===== config.mk =====
export PLATFORM = sky130hd
export DESIGN_NAME = hchc_ctrl
export DESIGN_NICKNAME = d
export VERILOG_FILES = /design/src/rtl/core/hchc_pkg.sv /design/src/rtl/core/hchc_ctrl.sv
export SDC_FILE = /design/constraint.sdc
export NUM_CORES = 1
export LEC_CHECK = 0
export BUFFER_PORTS_ARGS = -buffer_cell sky130_fd_sc_hd__clkbuf_2
export CAP_MARGIN = 20
export CORE_UTILIZATION = 32
export CTS_BUF_LIST = sky130_fd_sc_hd__clkbuf_8
export CTS_CLUSTER_SIZE = 28
export DETAILED_ROUTE_END_ITERATION = 16
export MAX_ROUTING_LAYER = met4
export PLACE_DENSITY = 0.69
export SETUP_SLACK_MARGIN = 0.05
export SLEW_MARGIN = 0
export SYNTH_ARGS = -nofsm -noshare
export SYNTH_HDL_FRONTEND = slang
export SYNTH_SLANG_ARGS = --single-unit

===== constraint.sdc =====
create_clock -name clk -period 1.9 [get_ports clk]
set_input_delay 0.57 -clock clk [delete_from_list [all_inputs] [get_ports clk]]
set_output_delay 0.57 -clock clk [all_outputs]
set_load 0.005 [all_outputs]

===== src/rtl/core/hchc_pkg.sv =====
// Shared types and constants for the hashed caller hit counter.
// Used by the controller, the datapath, the top level and the checker.
// No dependencies.
`default_nettype none

package hchc_pkg;

	localparam logic [31:0] HASH_MULT = 32'd2654435761;

	localparam int KEY_W = 31;
	localparam int CNT_W = 32;
	localparam int ENTRY_W = KEY_W + CNT_W;

	localparam int ADDR_W = 64;
	localparam int IDX_W = 8;
	localparam int IN_DATA_W = ADDR_W + IDX_W;
	localparam int OUT_DATA_W = 1 + KEY_W + CNT_W + CNT_W;

	localparam int PADDR_W = 5;
	localparam int PDATA_W = 64;

	localparam logic FUNC_RECORD = 1'b0;
	localparam logic FUNC_READ = 1'b1;

	localparam logic [1:0] ST_COUNTED = 2'd0;
	localparam logic [1:0] ST_IGNORED = 2'd1;
	localparam logic [1:0] ST_OVERFLOW = 2'd2;
	localparam logic [1:0] ST_READ = 2'd3;

	localparam logic [1:0] REG_ENABLE = 2'd0;
	localparam logic [1:0] REG_WIN_BASE = 2'd1;
	localparam logic [1:0] REG_WIN_SIZE = 2'd2;

	typedef struct packed {
		logic load_in;
		logic clr_wr;
		logic sub;
		logic key_ld;
		logic mul;
		logic home;
		logic mem_rd;
		logic rd_item;
		logic hit;
		logic miss;
		logic lost;
		logic res_ignore;
		logic res_read;
		logic out_load;
	} cmd_t;

	typedef struct packed {
		logic in_window;
		logic probe_hit;
		logic probe_last;
		logic clr_last;
		logic out_free;
	} sts_t;

endpackage

`default_nettype wire


===== src/rtl/core/hchc_ctrl.sv =====
// Controller state machine of the hashed caller hit counter.
// Sequences clearing, window check, hashing, probing, slot reads and result hand-off.
// Depends on hchc_pkg.
`default_nettype none

module hchc_ctrl (
	input  wire logic           clk,
	input  wire logic           arst_n,
	input  wire logic           s_tvalid,
	input  wire logic           s_func,
	output logic                s_tready,
	input  wire hchc_pkg::sts_t sts,
	output hchc_pkg::cmd_t      cmd
);

	typedef enum logic [3:0] {
		S_CLEAR,
		S_IDLE,
		S_SUB,
		S_WIN,
		S_MUL,
		S_HOME,
		S_PRD,
		S_PCHK,
		S_RRD,
		S_RRES,
		S_DONE
	} state_t;

	state_t state_q;
	state_t state_d;

	assign s_tready = (state_q == S_IDLE);

	always_comb begin
		cmd = '0;
		state_d = state_q;
		unique case (state_q)
			S_CLEAR: begin
				cmd.clr_wr = 1'b1;
				if (sts.clr_last) begin
					state_d = S_IDLE;
				end
			end
			S_IDLE: begin
				if (s_tvalid) begin
					cmd.load_in = 1'b1;
					state_d = (s_func == hchc_pkg::FUNC_READ) ? S_RRD : S_SUB;
				end
			end
			S_RRD: begin
				cmd.mem_rd = 1'b1;
				cmd.rd_item = 1'b1;
				state_d = S_RRES;
			end
			S_RRES: begin
				cmd.res_read = 1'b1;
				state_d = S_DONE;
			end
			S_SUB: begin
				cmd.sub = 1'b1;
				state_d = S_WIN;
			end
			S_WIN: begin
				if (sts.in_window) begin
					cmd.key_ld = 1'b1;
					state_d = S_MUL;
				end else begin
					cmd.res_ignore = 1'b1;
					state_d = S_DONE;
				end
			end
			S_MUL: begin
				cmd.mul = 1'b1;
				state_d = S_HOME;
			end
			S_HOME: begin
				cmd.home = 1'b1;
				state_d = S_PRD;
			end
			S_PRD: begin
				cmd.mem_rd = 1'b1;
				state_d = S_PCHK;
			end
			S_PCHK: begin
				priority if (sts.probe_hit) begin
					cmd.hit = 1'b1;
					state_d = S_DONE;
				end else if (sts.probe_last) begin
					cmd.lost = 1'b1;
					state_d = S_DONE;
				end else begin
					cmd.miss = 1'b1;
					state_d = S_PRD;
				end
			end
			S_DONE: begin
				if (sts.out_free) begin
					cmd.out_load = 1'b1;
					state_d = S_IDLE;
				end
			end
			default: begin
				state_d = S_IDLE;
			end
		endcase
	end

	always_ff @(posedge clk or negedge arst_n) begin
		if (!arst_n) begin
			state_q <= S_CLEAR;
		end else begin
			state_q <= state_d;
		end
	end

endmodule

`default_nettype wire


==> reports/metrics.yaml, run 1 <==
synthDistinctLibCells: 33
cp_cell_sequence: "buf_4 > nor3_2 > and2_1 > clkbuf_2"
antenna_left: 0
p_sw_share_pct: 42.8
cts_tree: "yes"
wl_um: 1530
syn_area_um2: 532
post-route-period-util_pct: 96.9
run_status: "finished clean"
period_needed_ns: 1.84
gr-total-overflow: 0
final-instance-count-excl-fill: 116
synth_cells: 69
ctsHtreeMaxLevel: 1
dr_total_vias: 624
drive_gt1_share_pct: 54.0
dieArea_um2: 1830
cp_top_family: "flip-flops"
insertion_delay_ns: 0.22
gp_congestion: 0.850
ys.flop_type: "dfrtp_1"
cts_max_path_buffers: 2
fin_nets: 111
ys_async_sr_fraction_pct: 100
critPathKind: "flip-flop to primary output"
fmax_mhz: 543
ys_top_cells_by_count: "nor2_1 (8), nand2_1 (5), a21oi_1 (4), dfrtp_1 (4), nor3_1 (4)"
hold_slack_ns: 0.147
core_um2: 1520
rsz0062_at_grt: "true"
comb_power_share_pct: 68.3
grt_max_degree: 12
drt_first_pass_iters: 4
largest_reg_flops: 4
crit_slowest_cell: "dfrtp_2"
areaGrowthSynthToFinish_pct: 48.7
clockRootBuffer: "clkbuf_8"
synth_area_per_cell_um2: 7.71
tightest_slew_ns: 0.271
synth_area_leader_cell: "dfrtp_1"
die_h_um: 42.8
cts_buffers: 3
regMostFlops: "state_q"
ir_drop_mv: 0.722
slew_headroom_pct: 81.8
crit_path_start_kind: "flip-flop"
tns_ns: 0
clock_skew_ns: 0.000777
grt_pass1_wl_um: 2250
path_clk_slew_ns: 0.03
synth.top_cells.by_area: "dfrtp_1 (19%), nor2_1 (5.6%), buf_6 (4.2%)"
antenna_found_initial: 0
io_buffer_count: 23
initialDrtViolationCount: 11
path_buf_inv: 2
critical-path-max-stage-delay_ns: 0.43
wl_per_cell_um: 13.2
clock-sinks: 4
synth_edf_count: 0
via_per_inst: 5.38
ys_ff_latch: 4
p_switching_uw: 531
p_int_uw: 710
cp-end-kind: "primary output"
seqPwrFrac_pct: 17.1
start_util_pct: 34.9
syn-num-nets: 78
die_w_um: 42.8
synth_top_area_share_pct: 18.8
finalSetupViolCount: 0
drc: 0
seq_area_frac_synth_pct: 18.8
required_ns: 1.33
dp_hpwl_um: 998
ys.warnings.count: 0
leakagePower_nw: 0.366
worstHoldPathType: "primary input to asynchronous set/reset pin"
grt_pass1_vias: 512
critPathMaxFanout: 9
reg.largest.list: "state_q x4"
final-hold-violation-count: 0
diodes: 0
max-cap-violations: 0
slew_violations: 0
rows: 14
pwr-share-clk_pct: 14.6
dpl.cell_count: 107
pin_count: 24
synth.most_common_cell: "nor2_1"
power.density_nw_per_um2: 1570
grt.total_usage_pct: 17.8
cp_data_arrival_time_ns: 1.27
timing repair:
| action | CTS | global route |
|---|---|---|
| pin swaps | 1 | 2 |
| setup endpoints to repair | 13 | 8 |
| gates resized for setup | 7 | 9 |
| setup buffers | 4 | 2 |
| hold buffers | 0 | 0 |
final timing paths:
path / start / to / slack (ns) / cells past startpoint
max in group asynchronous: arst_n / state_q[2] / 1.62 / 1
max: state_q[3] / cmd[13] / 0.06 / 4
min in group clk: state_q[1] / state_q[1] / 0.70 / 2
max reg2reg: state_q[2] / state_q[3] / 0.45 / 5
min: arst_n / state_q[0] / 0.15 / 1
min reg2reg: state_q[1] / state_q[1] / 0.70 / 2
layout by cell type, fill, tap and decap left out, drive strengths merged:
cell type,netlist,routed
o21ai,2,2
nor2b,1,1
nand2b,3,3
o21a,1,1
nor4,3,3
o211ai,1,1
clkbuf,0,25
o22a,1,1
nand2,5,5
dfrtp,4,4
or3,1,1
and4,1,1
o22ai,2,2
nor3b,3,3
and2b,1,1
nor4b,1,1
buf,8,14
o31ai,1,1
a32o,1,1
nand3b,3,3
nor2,8,8
or2,1,1
o21bai,2,2
and3b,1,1
a21oi,4,4
a32oi,1,1
or2b,1,1
nor3,4,4
and2,2,2
inv,1,1
nand4b,1,1
through the flow:
step / power (mW) / cell area [um^2] / util, % / setup slack (ns)
after floorplan: 0.733 / 532 / - / 0.288
after global placement: 0.868 / 652 / 42.8 / 0.183
after detailed placement: 0.881 / 652 / 42.8 / 0.131
after CTS: 1.14 / 741 / 48.6 / 0.0528
after global routing: 1.34 / 791 / 51.9 / 0.0121
final: 1.24 / 791 / 51.9 / 0.0586
cells by family after synthesis:
logic type      Yosys count  share of synthesized area (%)
simple gates             40                           44.9
compound gates           16                           22.8
buf+inv                   9                           13.4
flops                     4                           18.8
power groups by stage:
stage,Clock (mW),Sequential [mW],Combinational (mW)
after global placement,0,0.226,0.642
after CTS,0.189,0.202,0.748
after global routing,0.195,0.221,0.924
final,0.181,0.213,0.848
after detailed placement,0,0.225,0.656
after floorplan,0,0.146,0.587
layer usage:
metal	up-vias	GRT usage (%)	routed length (um)
met2	25	24.2	769
li1	311	-	-
met5	-	-	0
met1	283	21.2	623
met3	5	5.11	90
met4	0	15.0	51
area by class of cell:
type,instances,area (um^2)
multi-input combinational,56,400
timing repair buffer,36,220
fill,155,733
tap,16,20.0
inverter,1,3.75
clock buffer,3,41.3
sequential,4,105
No activity file was read; power rests on OpenSTA's default activity.
==> inputs of run 2 (changes only) <==
Settings changed: CTS_CLUSTER_DIAMETER from default to 200, SETUP_SLACK_MARGIN 0.05 to 0.4.
==> run 2 against run 1 <==
Clock skew is 0.0032 ns higher. Non-clock buffer count rose by 12. Register-to-register slack hardly changed. Core utilization is 15 points higher. Cell area up 28%. Combinational power is 47% higher. Maximum frequency up 2.4%. Total power up 32%. Global-route usage up 1.1 points. Sequential power increased by 2%. Via count increased by 9.1%. Critical path type unchanged. Critical endpoint is now cmd[10]. Highest routed layer is now met3.
==> reports/metrics.yaml, run 2 (synthesis gave the netlist of run 1 again) <==
fin_area_um2: 1010
drc: 0
clock-sinks: 4
cts_tree: "yes"
tightest_slew_ns: 0.202
areaGrowthSynthToFinish_pct: 90.4
cp_cell_sequence: "buf_6 > nor2_4 > and4_1 > buf_2"
ctsHtreeMaxLevel: 1
insertion_delay_ns: 0.22
cts_hold_buf: 0
largest_reg_flops: 4
antenna_left: 0
antenna_found_initial: 0
grt_pass1_wl_um: 2560
clockRootBuffer: "clkbuf_8"
via_per_inst: 5.32
fin_nets: 123
slew_violations: 0
rows: 14
wl_um: 1710
cp-end-kind: "primary output"
max-cap-violations: 0
critPathMaxFanout: 5
core_um2: 1520
finalSetupViolCount: 0
gp_congestion: 0.831
r2r_slack_ns: 0.45
path_clk_slew_ns: 0.03
period_needed_ns: 1.80
ir_drop_mv: 0.983
fmax_mhz: 556
required_ns: 1.33
crit_path_start_kind: "flip-flop"
die_w_um: 42.8
cp_data_arrival_time_ns: 1.23
dr_total_vias: 681
worstHoldPathType: "primary input to asynchronous set/reset pin"
crit_slowest_cell: "dfrtp_2"
r2r_cells: 6
final-hold-violation-count: 0
reg2reg_to: "state_q[1]"
power.density_nw_per_um2: 1620
drt_first_pass_iters: 4
rsz0062_at_grt: "true"
wl_per_cell_um: 13.4
layout_commonest_cell: "clkbuf_2"
cts_buffers: 3
grt_pass1_vias: 628
regToRegStartpoint: "state_q[3]"
grt.total_usage_pct: 18.9
tns_ns: 0
path_buf_inv: 2
pin_count: 24
regMostFlops: "state_q"
diodes: 0
dp_hpwl_um: 1020
io_buffer_count: 23
postPlaceCellArea_um2: 693
drive_gt1_share_pct: 68.8
leakagePower_nw: 0.468
initialDrtViolationCount: 12
cp_top_family: "flip-flops"
grt_max_degree: 10
critical-path-max-stage-delay_ns: 0.44
dieArea_um2: 1830
die_h_um: 42.8
critPathKind: "flip-flop to primary output"
run_status: "finished clean"
post-route-period-util_pct: 94.6
start_util_pct: 34.9
gr-total-overflow: 0
clock_skew_ns: 0.00393
slew_headroom_pct: 86.4
reg.largest.list: "state_q x4"
final_cell_mix: "clkbuf_2 (18), buf_4 (15), buf_6 (9)"
cts_max_path_buffers: 2
-- run 2: through the flow --
stage	power, mW	util [%]	instances	hold WS [ns]	worst slack [ns]
6_report	1.64	66.4	128	0.152	0.103
5_1_grt	1.74	66.4	128	0.151	0.0583
4_1_cts	1.44	60.3	123	0.152	0.108
3_5_place_dp	0.954	45.5	108	0.380	0.161
3_3_place_gp	0.939	45.5	108	0.378	0.198
2_1_floorplan	0.803	-	69	0.274	0.362
-- run 2: layout make-up --
type	instances	area, um^2
Inverter	1	3.75
Tap cell	16	20.0
Clock buffer	3	41.3
Fill cell	127	512
Multi-Input combinational cell	56	508
Timing Repair Buffer	48	334
Sequential cell	4	105
-- run 2: worst max-delay path by stage --
stage              end       start  cells past startpoint  slack (ns)
2_1_floorplan  cmd[13]  state_q[1]                      4        0.36
3_3_place_gp   cmd[13]  state_q[1]                      4        0.20
3_5_place_dp   cmd[13]  state_q[1]                      4        0.16
4_1_cts         cmd[7]  state_q[2]                      5        0.11
5_1_grt        cmd[10]  state_q[3]                      4        0.06
6_report       cmd[10]  state_q[3]                      4        0.10
-- run 2: report_power, final --
group          leakage (nW)  switching [mW]  internal [mW]
clock network        0.0216          0.0421          0.135
registers            0.0453          0.0838          0.134
logic                 0.401           0.571          0.676
-- run 2: routing by layer --
layer | up-vias | global-route usage [%] | share of wire (%)
met4 | 0 | 5.63 | 0
met2 | 23 | 35.2 | 53
li1 | 337 | - | -
met1 | 321 | 19.7 | 41
met3 | 0 | 3.83 | 5.1
met5 | - | - | 0
-- run 2: repair_timing --
action	in CTS	in global routing
buffers inserted	12	5
pin swaps	5	4
resized for setup	21	18
setup endpoints to repair	15	16
